`src/sv/ipav_pkg.sv`:
```
// ----------------------------------------------------------------------------
// ipav_pkg
// Shared types and codes for the pool-adjacent-violators isotonic fit block.
// ----------------------------------------------------------------------------
package ipav_pkg;

  // Main sequencer states, one-hot.
  typedef enum logic [7:0] {
    ST_IDLE  = 8'b0000_0001,
    ST_PUSH  = 8'b0000_0010,
    ST_RDTOP = 8'b0000_0100,
    ST_MUL   = 8'b0000_1000,
    ST_CMP   = 8'b0001_0000,
    ST_ORD   = 8'b0010_0000,
    ST_DIV   = 8'b0100_0000,
    ST_EMIT  = 8'b1000_0000
  } ipav_state_t;

  // Error flag bit positions.
  localparam int unsigned ERR_ORDER = 0;
  localparam int unsigned ERR_OVFL  = 1;

endpackage

```
`src/sv/ipav_ram.sv`:
```
// ----------------------------------------------------------------------------
// ipav_ram
// Generic single-port-write, single-read RAM with registered read data.
// ----------------------------------------------------------------------------
module ipav_ram #(
  parameter int WIDTH = 16,
  parameter int DEPTH = 64
) (
  input  logic                     clk,
  input  logic                     we,
  input  logic [$clog2(DEPTH)-1:0] waddr,
  input  logic [WIDTH-1:0]         wdata,
  input  logic [$clog2(DEPTH)-1:0] raddr,
  output logic [WIDTH-1:0]         rdata
);

  logic [WIDTH-1:0] mem [DEPTH];

  // Write port and registered read port.
  always_ff @(posedge clk) begin
    if (we) begin
      mem[waddr] <= wdata;
    end
    rdata <= mem[raddr];
  end

endmodule

```
`src/sv/ipav_div.sv`:
```
// ----------------------------------------------------------------------------
// ipav_div
// Restoring divider, one quotient bit per cycle, truncates toward zero.
// ----------------------------------------------------------------------------
module ipav_div #(
  parameter int NW = 23,
  parameter int DW = 7
) (
  input  logic                 clk,
  input  logic                 rst_n,
  input  logic                 start,
  input  logic signed [NW-1:0] num,
  input  logic [DW-1:0]        den,
  output logic                 done,
  output logic signed [NW-1:0] quot
);

  localparam int CW = $clog2(NW + 1);

  logic [NW-1:0] q_r, q_nxt;
  logic [DW:0]   rem_r, rem_nxt;
  logic [CW-1:0] cnt_r, cnt_nxt;
  logic          neg_r, neg_nxt;
  logic          run_r, run_nxt;
  logic          done_r, done_nxt;
  logic [DW:0]   trial;

  assign trial = {rem_r[DW-1:0], q_r[NW-1]};

  // Shift-subtract iteration on the magnitude.
  always_comb begin
    q_nxt    = q_r;
    rem_nxt  = rem_r;
    cnt_nxt  = cnt_r;
    neg_nxt  = neg_r;
    run_nxt  = run_r;
    done_nxt = 1'b0;
    if (start) begin
      neg_nxt = num[NW-1];
      q_nxt   = num[NW-1] ? (~num + 1'b1) : num;
      rem_nxt = '0;
      cnt_nxt = CW'(NW);
      run_nxt = 1'b1;
    end else if (run_r) begin
      if (trial >= {1'b0, den}) begin
        rem_nxt = trial - {1'b0, den};
        q_nxt   = {q_r[NW-2:0], 1'b1};
      end else begin
        rem_nxt = trial;
        q_nxt   = {q_r[NW-2:0], 1'b0};
      end
      cnt_nxt = cnt_r - 1'b1;
      if (cnt_r == CW'(1)) begin
        run_nxt  = 1'b0;
        done_nxt = 1'b1;
      end
    end
  end

  always_ff @(posedge clk) begin
    if (!rst_n) begin
      run_r  <= 1'b0;
      done_r <= 1'b0;
    end else begin
      run_r  <= run_nxt;
      done_r <= done_nxt;
    end
    q_r   <= q_nxt;
    rem_r <= rem_nxt;
    cnt_r <= cnt_nxt;
    neg_r <= neg_nxt;
  end

  assign done = done_r;
  assign quot = neg_r ? $signed(~q_r + 1'b1) : $signed(q_r);

endmodule

```
`src/sv/isotonic_pool_adjacent_violators.sv`:
```
// ----------------------------------------------------------------------------
// isotonic_pool_adjacent_violators
// Streaming isotonic regression by pooling adjacent violators.
// ----------------------------------------------------------------------------
// An item is taken when start is high and busy is low. A point that continues
// the pending group leaves the block idle; a point that closes a group runs
// pooling steps (stack read, cross multiply, compare) in turn, as the
// group stack lives in a one-port-read memory. On the final item the block
// emits one result per stored point, strobed by out_valid for one cycle each.
// Every point passes through the key read and the emit, and the first point
// of each group also waits on a serial divider. The
// receiver cannot stall: every out_valid cycle delivers a result.
module isotonic_pool_adjacent_violators #(
  parameter int MAX_POINTS = 64,
  parameter int X_WIDTH    = 16,
  parameter int Y_WIDTH    = 16
) (
  input  logic                      clk,
  input  logic                      rst_n,
  input  logic                      start,
  output logic                      busy,
  input  logic [X_WIDTH-1:0]        in_x_key,
  input  logic signed [Y_WIDTH-1:0] in_y_value,
  input  logic                      in_is_last,
  output logic                      out_valid,
  output logic [X_WIDTH-1:0]        out_x_key_out,
  output logic signed [Y_WIDTH-1:0] out_fitted_value,
  output logic                      out_last_of_run,
  output logic                      out_order_error,
  output logic                      out_overflow_error
);

  localparam int AW = $clog2(MAX_POINTS);
  localparam int CW = $clog2(MAX_POINTS + 1);
  localparam int SW = Y_WIDTH + CW;
  localparam int PW = SW + CW;

  ipav_pkg::ipav_state_t st_r, st_nxt;

  logic [CW-1:0]         depth_r, depth_nxt;
  logic [CW-1:0]         nstore_r, nstore_nxt;
  logic [X_WIDTH-1:0]    pkey_r, pkey_nxt;
  logic signed [SW-1:0]  psum_r, psum_nxt;
  logic [CW-1:0]         pcnt_r, pcnt_nxt;
  logic [1:0]            err_r, err_nxt;
  logic                  fin_r, fin_nxt;
  // Top-of-stack working copy, kept in registers.
  logic signed [SW-1:0]  tsum_r, tsum_nxt;
  logic [CW-1:0]         tcnt_r, tcnt_nxt;
  logic signed [PW-1:0]  pl_r, pr_r;
  // Output walk.
  logic [CW-1:0]         g_r, g_nxt, p_r, p_nxt, used_r, used_nxt;
  logic signed [Y_WIDTH-1:0] mean_r, mean_nxt;
  logic                  newg_r, newg_nxt;

  logic                  k_we, g_we;
  logic [AW-1:0]         k_wa, k_ra, g_wa, g_ra;
  logic [X_WIDTH-1:0]    k_rd;
  logic [SW+CW-1:0]      g_wd, g_rd;
  logic signed [SW-1:0]  bsum;
  logic [CW-1:0]         bcnt;
  logic                  div_go, div_done;
  logic signed [SW-1:0]  div_q;
  logic                  take, in_ord, in_full;
  logic signed [SW-1:0]  yext;

  assign bsum = $signed(g_rd[SW+CW-1:CW]);
  assign bcnt = g_rd[CW-1:0];
  assign yext = SW'(in_y_value);

  ipav_ram #(.WIDTH(X_WIDTH), .DEPTH(MAX_POINTS)) u_keys (
    .clk(clk), .we(k_we), .waddr(k_wa), .wdata(in_x_key), .raddr(k_ra), .rdata(k_rd)
  );

  ipav_ram #(.WIDTH(SW + CW), .DEPTH(MAX_POINTS)) u_groups (
    .clk(clk), .we(g_we), .waddr(g_wa), .wdata(g_wd), .raddr(g_ra), .rdata(g_rd)
  );

  ipav_div #(.NW(SW), .DW(CW)) u_div (
    .clk(clk), .rst_n(rst_n), .start(div_go), .num(bsum), .den(bcnt),
    .done(div_done), .quot(div_q)
  );

  assign busy   = (st_r != ipav_pkg::ST_IDLE);
  assign take   = start && !busy;
  assign in_ord = (pcnt_r != '0) && (in_x_key < pkey_r);
  assign in_full = nstore_r >= CW'(MAX_POINTS);

  // Products are registered before the compare.
  always_ff @(posedge clk) begin
    pl_r <= PW'(tsum_r) * $signed({1'b0, bcnt});
    pr_r <= PW'(bsum) * $signed({1'b0, tcnt_r});
  end

  // Sequencer.
  always_comb begin
    st_nxt = st_r; depth_nxt = depth_r; nstore_nxt = nstore_r;
    pkey_nxt = pkey_r; psum_nxt = psum_r; pcnt_nxt = pcnt_r; err_nxt = err_r;
    fin_nxt = fin_r; tsum_nxt = tsum_r; tcnt_nxt = tcnt_r;
    g_nxt = g_r; p_nxt = p_r; used_nxt = used_r; mean_nxt = mean_r; newg_nxt = newg_r;
    k_we = 1'b0; k_wa = nstore_r[AW-1:0]; k_ra = p_r[AW-1:0];
    g_we = 1'b0; g_wa = depth_r[AW-1:0]; g_wd = {tsum_r, tcnt_r};
    g_ra = AW'(depth_r - 1'b1);
    div_go = 1'b0;
    out_valid = 1'b0;
    unique case (st_r)
      ipav_pkg::ST_IDLE: begin
        if (take) begin
          fin_nxt = in_is_last;
          if (in_ord) begin
            err_nxt[ipav_pkg::ERR_ORDER] = 1'b1;
          end else if (in_full) begin
            err_nxt[ipav_pkg::ERR_OVFL] = 1'b1;
          end else begin
            k_we = 1'b1;
            nstore_nxt = nstore_r + 1'b1;
            if (pcnt_r != '0 && in_x_key == pkey_r) begin
              psum_nxt = psum_r + yext;
              pcnt_nxt = pcnt_r + 1'b1;
            end else begin
              // Old pending group moves to the top register to be pushed.
              tsum_nxt = psum_r; tcnt_nxt = pcnt_r;
              pkey_nxt = in_x_key; psum_nxt = yext; pcnt_nxt = CW'(1);
              if (pcnt_r != '0) begin
                st_nxt = ipav_pkg::ST_RDTOP;
                fin_nxt = 1'b0;
              end
              if (pcnt_r != '0) fin_nxt = in_is_last;
            end
          end
          if (in_is_last && st_nxt == ipav_pkg::ST_IDLE) begin
            st_nxt = ipav_pkg::ST_PUSH;
          end
        end
      end
      ipav_pkg::ST_PUSH: begin
        // Final push of the pending group.
        fin_nxt = 1'b0;
        tsum_nxt = psum_r; tcnt_nxt = pcnt_r;
        pcnt_nxt = '0;
        if (pcnt_r != '0) begin
          st_nxt = ipav_pkg::ST_RDTOP;
        end else begin
          st_nxt = ipav_pkg::ST_ORD;
        end
      end
      ipav_pkg::ST_RDTOP: begin
        // Read the group below the top register.
        if (depth_r == '0) begin
          g_we = 1'b1; depth_nxt = depth_r + 1'b1;
          st_nxt = fin_r ? ipav_pkg::ST_PUSH : (pcnt_r == '0 ? ipav_pkg::ST_ORD
                                                                : ipav_pkg::ST_IDLE);
        end else begin
          st_nxt = ipav_pkg::ST_MUL;
        end
      end
      ipav_pkg::ST_MUL: begin
        st_nxt = ipav_pkg::ST_CMP;
      end
      ipav_pkg::ST_CMP: begin
        if (pl_r < pr_r) begin
          tsum_nxt = tsum_r + bsum; tcnt_nxt = tcnt_r + bcnt;
          depth_nxt = depth_r - 1'b1;
          st_nxt = ipav_pkg::ST_RDTOP;
        end else begin
          g_we = 1'b1; depth_nxt = depth_r + 1'b1;
          st_nxt = fin_r ? ipav_pkg::ST_PUSH : (pcnt_r == '0 ? ipav_pkg::ST_ORD
                                                                : ipav_pkg::ST_IDLE);
        end
      end
      ipav_pkg::ST_ORD: begin
        // Start of output walk, or a run with nothing stored.
        if (nstore_r == '0) begin
          st_nxt = ipav_pkg::ST_IDLE;
          err_nxt = '0; depth_nxt = '0; pkey_nxt = '0; psum_nxt = '0; pcnt_nxt = '0;
        end else begin
          g_ra = g_r[AW-1:0];
          st_nxt = ipav_pkg::ST_DIV;
          newg_nxt = (used_r == '0);
        end
      end
      ipav_pkg::ST_DIV: begin
        g_ra = g_r[AW-1:0];
        if (newg_r) begin
          div_go = 1'b1; newg_nxt = 1'b0;
        end else if (div_done || used_r != '0) begin
          if (div_done) mean_nxt = div_q[Y_WIDTH-1:0];
          st_nxt = ipav_pkg::ST_EMIT;
        end
      end
      ipav_pkg::ST_EMIT: begin
        g_ra = g_r[AW-1:0];
        out_valid = 1'b1;
        p_nxt = p_r + 1'b1;
        if (used_r + 1'b1 >= bcnt) begin
          used_nxt = '0; g_nxt = g_r + 1'b1;
        end else begin
          used_nxt = used_r + 1'b1;
        end
        if (p_r + 1'b1 == nstore_r) begin
          st_nxt = ipav_pkg::ST_IDLE;
          err_nxt = '0; depth_nxt = '0; nstore_nxt = '0; pkey_nxt = '0;
          psum_nxt = '0; pcnt_nxt = '0; g_nxt = '0; p_nxt = '0; used_nxt = '0;
        end else begin
          st_nxt = ipav_pkg::ST_ORD;
        end
      end
      default: st_nxt = ipav_pkg::ST_IDLE;
    endcase
  end

  always_ff @(posedge clk) begin
    if (!rst_n) begin
      st_r <= ipav_pkg::ST_IDLE;
      depth_r <= '0; nstore_r <= '0; pkey_r <= '0; psum_r <= '0; pcnt_r <= '0;
      err_r <= '0; fin_r <= 1'b0; g_r <= '0; p_r <= '0; used_r <= '0;
      newg_r <= 1'b0;
    end else begin
      st_r <= st_nxt;
      depth_r <= depth_nxt; nstore_r <= nstore_nxt; pkey_r <= pkey_nxt;
      psum_r <= psum_nxt; pcnt_r <= pcnt_nxt; err_r <= err_nxt; fin_r <= fin_nxt;
      g_r <= g_nxt; p_r <= p_nxt; used_r <= used_nxt; newg_r <= newg_nxt;
    end
    tsum_r <= tsum_nxt; tcnt_r <= tcnt_nxt; mean_r <= mean_nxt;
  end

  assign out_x_key_out      = k_rd;
  assign out_fitted_value   = mean_r;
  assign out_last_of_run    = (p_r + 1'b1 == nstore_r);
  assign out_order_error    = err_r[ipav_pkg::ERR_ORDER];
  assign out_overflow_error = err_r[ipav_pkg::ERR_OVFL];

endmodule

```
`config.mk`:
```
export PLATFORM = sky130hd
export DESIGN_NAME = isotonic_pool_adjacent_violators
export DESIGN_NICKNAME = d
export VERILOG_FILES = /design/src/sv/ipav_pkg.sv /design/src/sv/ipav_ram.sv /design/src/sv/ipav_div.sv /design/src/sv/isotonic_pool_adjacent_violators.sv
export SDC_FILE = /design/constraint.sdc
export NUM_CORES = 2
export LEC_CHECK = 0
export BUFFER_PORTS_ARGS = -buffer_cell sky130_fd_sc_hd__buf_2
export CORE_MARGIN = 2
export CORE_UTILIZATION = 60
export DETAILED_ROUTE_END_ITERATION = 8
export PLACE_DENSITY = 0.84
export SETUP_SLACK_MARGIN = 0.3
export SLEW_MARGIN = 15
export SYNTH_ARGS = -nofsm -noshare
export SYNTH_HDL_FRONTEND = slang
export SYNTH_HIERARCHICAL = 1
export SYNTH_SLANG_ARGS = --single-unit
```
`constraint.sdc`:
```
create_clock -name clk -period 7.6 [get_ports clk]
set_clock_uncertainty 0.2 [all_clocks]
set_input_delay 1.52 -clock clk [delete_from_list [all_inputs] [get_ports clk]]
set_output_delay 1.52 -clock clk [all_outputs]
set_load 0.01 [all_outputs]
```
# Yosys cells after proc, flatten, opt, wreduce, memory -nomap -nowiden
# Memory sizes are Yosys's and may differ from the RTL's. A register that Yosys moved wholly into a read port is not among the register bits.
# Index checks and enable logic that the tools add are counted.
[op_classes] n_reduce_logical=36 n_lt_le_gt_ge=5 n_bitwise=5 shifts=0 mul=2 eq_ne=26 n_addsub=14 mux=100 div_mod_pow=0
[ops] op="23-bit two-way mux" n=14
[ops] op="7-bit two-way mux" n=23
[ops] op="23-bit one-hot mux with 3 select lines" n=2
[ops] op="16-bit two-way mux" n=7
[ops] op="8-bit two-way mux" n=10
[ops] op="8-bit one-hot mux with 8 select lines" n=1
[ops] op="23-bit by 8-bit multiplier with 30-bit output" n=2
[ops] op="7-bit one-hot mux with 4 select lines" n=2
[ops] op="16-bit one-hot mux with 3 select lines" n=1
[ops] op="7-bit by 1-bit adder with 7-bit output, second input constant" n=6
[ops] op="6-bit two-way mux" n=7
[ops] op="30-bit < comparator" n=1
[ops] op="7-bit zero test" n=4
[ops] op="2-bit inequality test, second input constant" n=13
[ops] op="6-bit AND reduction" n=4
[ops] op="23-bit by 1-bit adder with 23-bit output, second input constant" n=1
[ops] op="23-bit by 16-bit adder with 23-bit output" n=1
[ops] op="23-bit adder" n=1
[ops] op="1-bit two-way mux" n=23
[ops] op="23-bit inverter" n=1
[ops] op="7-bit one-hot mux with 3 select lines" n=1
[ops] op="16-bit by 1-bit adder with 16-bit output, second input constant" n=1
[ops] op="16-bit == test" n=1
[ops] op="8-bit by 1-bit == test with 1-bit output, second input constant" n=2
[ops] op="other kinds (39)" n=59
[totals] n_memories=2 in_bits=36 romBits=0 out_inout_bits=37 ram_bits=2944 latchBits=0 elab_cells=214 reg_bits=237
[mem_list] memory="u_groups.mem" words=64 width=30 rd=1 rd_clocked_by_memory_dff=1 wr=1 line="ipav_ram.sv:17" text="logic [WIDTH-1:0] mem [DEPTH];"
[mem_list] memory="u_keys.mem" words=64 width=16 rd=1 rd_clocked_by_memory_dff=1 wr=1 line="ipav_ram.sv:17"

# Logic depth before layout (Yosys ltp)
[depth] depth_word=12 ltp_mapped=21 ltp_nobuf=20

# By module
# The synthesis kept the hierarchy.
[by_module_without_submodules] mod="ipav_ram at u_groups" instances=1 cells_per_inst=3434 area_each_um2=74765.5 seq_area_each_um2=58255.9
[by_module_without_submodules] mod="ipav_ram at u_keys" instances=1 cells_per_inst=1829 area_each_um2=40042.2 seq_area_each_um2=31069.8
[by_module_without_submodules] mod="isotonic_pool_adjacent_violators" instances=1 cells_per_inst=2565 area_each_um2=22606.7 seq_area_each_um2=4424.2
[by_module_without_submodules] mod="ipav_div" instances=1 cells_per_inst=384 area_each_um2=3166.8 seq_area_each_um2=1001.0

# Worst setup path after synthesis
# OpenSTA, ideal clock, no wires.
[synth_timing] path_type="reg2reg" from="register tcnt_r[2]" to="register pr_r[28]" setup_ns=0.095 arrival_ns=5.777 path_buffers=1 stages_incl_launch_ff=20 required_time_ns=7.305 synth_period_minus_slack_ns=6.072 path_slack_ns=1.528 path_cell_list="edfxtp_1 clkbuf_1 nand2_1 fa_1 fa_1 inv_1 fa_1 inv_1 fa_1 inv_1 ha_1 o21a_1 o21ai_0 nor2_1 a221oi_1 nand2_1 a31o_2 a211oi_1 nor2_1 o311ai_1"
[synth_via] elab_chain_cells=1
[synth_lines] item="start: declaration" line="isotonic_pool_adjacent_violators.sv:49" text="logic [CW-1:0] tcnt_r, tcnt_nxt;"
[synth_lines] item="start signal: assignment" line="isotonic_pool_adjacent_violators.sv:224" text="tsum_r <= tsum_nxt; tcnt_r <= tcnt_nxt; mean_r <= mean_nxt;"
[synth_lines] item="23-bit by 8-bit multiplier with 30-bit output" line="isotonic_pool_adjacent_violators.sv:92" text="pr_r <= PW'(bsum) * $signed({1'b0, tcnt_r});"
[synth_lines] item="end signal: assignment" line="isotonic_pool_adjacent_violators.sv:92"
[synth_lines] item="end: declaration" line="isotonic_pool_adjacent_violators.sv:50" text="logic signed [PW-1:0] pl_r, pr_r;"
# Every way passes these cells.
# A chain may end at the register's enable or synchronous reset.

# Worst setup path after layout
[layout_timing] from="register st_r[1]" to="register u_groups.rdata[27] (read register of u_groups.mem)"
[layout_via] elab_chain_cells=3 elab_cells_between_ends=5 cone_classes="eq/ne (3); mux (1); reduce/logical (1)"
[layout_lines] item="start: declaration" line="isotonic_pool_adjacent_violators.sv:38" text="ipav_pkg::ipav_state_t st_r, st_nxt;"
[layout_lines] item="start signal: assignment" line="isotonic_pool_adjacent_violators.sv:214" text="st_r <= ipav_pkg::ST_IDLE;"
[layout_lines] item="start signal: assignment" line="isotonic_pool_adjacent_violators.sv:219" text="st_r <= st_nxt;"
[layout_lines] item="8-bit == test / 8-bit by 7-bit == test with 1-bit output (equally long branches)" line="isotonic_pool_adjacent_violators.sv:106" text="unique case (st_r)"
[layout_lines] item="2-bit OR reduction (no source line)"
[layout_lines] item="6-bit one-hot mux with 2 select lines *" line="isotonic_pool_adjacent_violators.sv:106"
[layout_lines] item="net g_ra[2]" line="isotonic_pool_adjacent_violators.sv:57" text="logic [AW-1:0] k_wa, k_ra, g_wa, g_ra;"
[layout_lines] item="end: declaration" line="ipav_ram.sv:14" text="output logic [WIDTH-1:0] rdata"
# The timed path passes the listed nets; every way through them passes the cells marked *.

==> run metrics <==
H-tree level count 5; Layout Area Growth over Synthesis 10.7%; all-layer global routing usage 32.8%; Worst path slowest cell nor3_1; die width 488 um; IO Pins 73; routability cong. 0.939; failing checks design-rule violations; Mapped Cells 8195; critical path type reg2reg; max_cap viols 0; die height 488 um; total die area 0.238 mm^2; mapped cell area 0.140 mm^2; hold_ws 283 ps; dpl hpwl 218000 um; fmax 0.158 GHz; Worst-Margin Slew 1400 ps; Post-Route WL 390000 um; largest net degree at the start of global routing 140; LEAKAGE 54.6 nW; DR vias 82700; clk_lat worst skew 1000 ps; CP Max Fanout 57; # hold bufs at CTS 0; Vias/cell 6.97; RSZ-0062 raised after global routing false; # setup viols final 0; initial DRC count 13900; fill count 13800; syn nets 8717; clk sinks 3226; worst vdd ir 0.581 mV; post-placement cell count 11300; worst setup margin 1260 ps; Post-Route Setup TNS 0 ps; fin crit period 6340 ps; CP cell instances nor4_1 -> nand2_1 -> or3_1 -> o21ai_1 -> buf_4 -> nor2_1 -> a21oi_4 -> buf_4 -> buf_12 -> mux4_2 -> mux2i_1 -> o22ai_1 -> nor3_1 -> nand2_1; endpoint class of the critical path register; worst slew margin relative to its limit 6.20%; Startpoint Class register; Syn Area/Cell 17.1 um^2; Slowest Stage Delay on Critical Path 1090 ps; initial core utilization 60.3%; remaining antenna violation count 0; CTS Root Cell clkbuf_16; Rows 177; Nets 8994; post-CTS setup buffers 0; Slew Limit Fails 0; delay-heaviest family, CP simple AND/OR/NAND/NOR gates; CTS tree built; wire per inst 32.9 um; CTS Buf Count 325; Final Non-Filler Cells 11900; layout cells sized above 1 19.2%; PortBufs 72; first-pass GRT wire length 566000 um; YS warnings 6; Worst Path Required 8190 ps; Final period util 83.4%; clk buf depth 4; clock transition at the registers of the reported paths 70 ps; Remaining Overflow, GRT 0; worst slack, placed 1560 ps; initial antenna violation count 24; status complete, but fails checks; Buf/Inv on CP 3; area of the core 0.233 mm^2; power per cell area 377 mW/mm^2; TritonRoute pass-1 iters 9; cts repair resizes 0; CP arrival 6920 ps; Core Util, Final 66.8%; remaining routing DRC violations 31; Hold Vio Cnt, Final 0; number of global-route vias before repair 83500; Hold WC Path Type reg2reg
==> state kept, by name (all words and copies together) (netlist names), 2 cells and up <==
signal	flops
u_div/rem_r	7
u_groups/mem	1920
u_div/q_r	23
depth_r	7
pr_r	30
u_div/cnt_r	5
out_fitted_value	16
u_groups/rdata	30
psum_r	23
used_r	7
p_r	7
pkey_r	16
st_r	8
u_keys/mem	1024
pcnt_r	7
u_keys/rdata	16
pl_r	30
err_r	2
g_r	6
nstore_r	7
tsum_r	23
tcnt_r	7
==> report_power, final <==
| part | total (mW) | internal, mW | switching (mW) |
|---|---|---|---|
| Clock | 15.6 | 8.91 | 6.74 |
| Sequential | 21.7 | 21.1 | 0.606 |
| Combinational | 21.2 | 8.47 | 12.7 |
==> worst min-delay path: cells and delay by family (launching register included) <==
kind            cells  cell delay [ps]
compound gates      2              110
flops               1              320
==> layout by cell type, fill, tap and decap left out, types with 25 or more instances in the layout <==
master and instances:
bufinv_16 25, fa_1 242, nor2_2 26, a21o_1 94, a31oi_1 41, a311oi_1 40, clkbuf_16 331, xnor2_1 104
nor2b_1 51, clkinv_1 52, a22o_1 55, o21ai_1 39, nand3_1 107, o211ai_1 32, o22ai_1 78, nand4_1 36
nor3_1 45, clkinv_2 55, nor2_4 52, clkbuf_1 71, xor2_1 52, nand2b_1 31, or3_1 28, mux4_2 584
a22oi_1 108, mux2_2 126, buf_2 72, and3_1 28, mux2i_1 364, nor2_1 239, a211oi_1 46, buf_4 265
a21oi_1 180, o21ai_0 126, and2_1 261, nand2_1 350, dfxtp_1 208, inv_1 427, edfxtp_1 3014, ha_1 244
==> worst paths after layout <==
kind | slack, ps | cells after the start | from | endpoint
worst min register to register | 280 | 2 | depth_r[6] | depth_r[6]
worst min-delay path | 280 | 2 | depth_r[6] | depth_r[6]
worst max register to register | 1260 | 14 | st_r[1] | u_groups/rdata[27]
worst max-delay path | 1260 | 14 | st_r[1] | u_groups/rdata[27]
==> metrics by stage <==
step	power, mW	instance area [um^2]
after floorplan	37.1	140000
after global placement	42.0	145000
after detailed placement	42.6	145000
after CTS	58.3	155000
after global routing	61.8	155000
final	58.5	155000
==> layout make-up <==
cell class | count | area, um^2 | share of cell area, %
Sequential cell | 3226 | 94800 | 61.0
Multi-Input combinational cell | 4133 | 42300 | 27.2
Clock buffer | 410 | 8660 | 5.57
Tap cell | 3132 | 3920 | 2.52
Timing Repair Buffer | 357 | 2750 | 1.77
Inverter | 429 | 1610 | 1.04
Clock inverter | 156 | 1440 | 0.925
Antenna cell | 14 | 35.0 | 0.0225
==> metal layers <==
layer | wire, um | share of wire (%) | global-route usage [%]
met3 | 54200 | 14 | 8.81
met4 | 26600 | 6.8 | 19.3
met2 | 181000 | 47 | 50.7
met1 | 127000 | 33 | 42.0
met5 | 121 | 0.031 | 0
No activity file was read; power rests on OpenSTA's default activity.
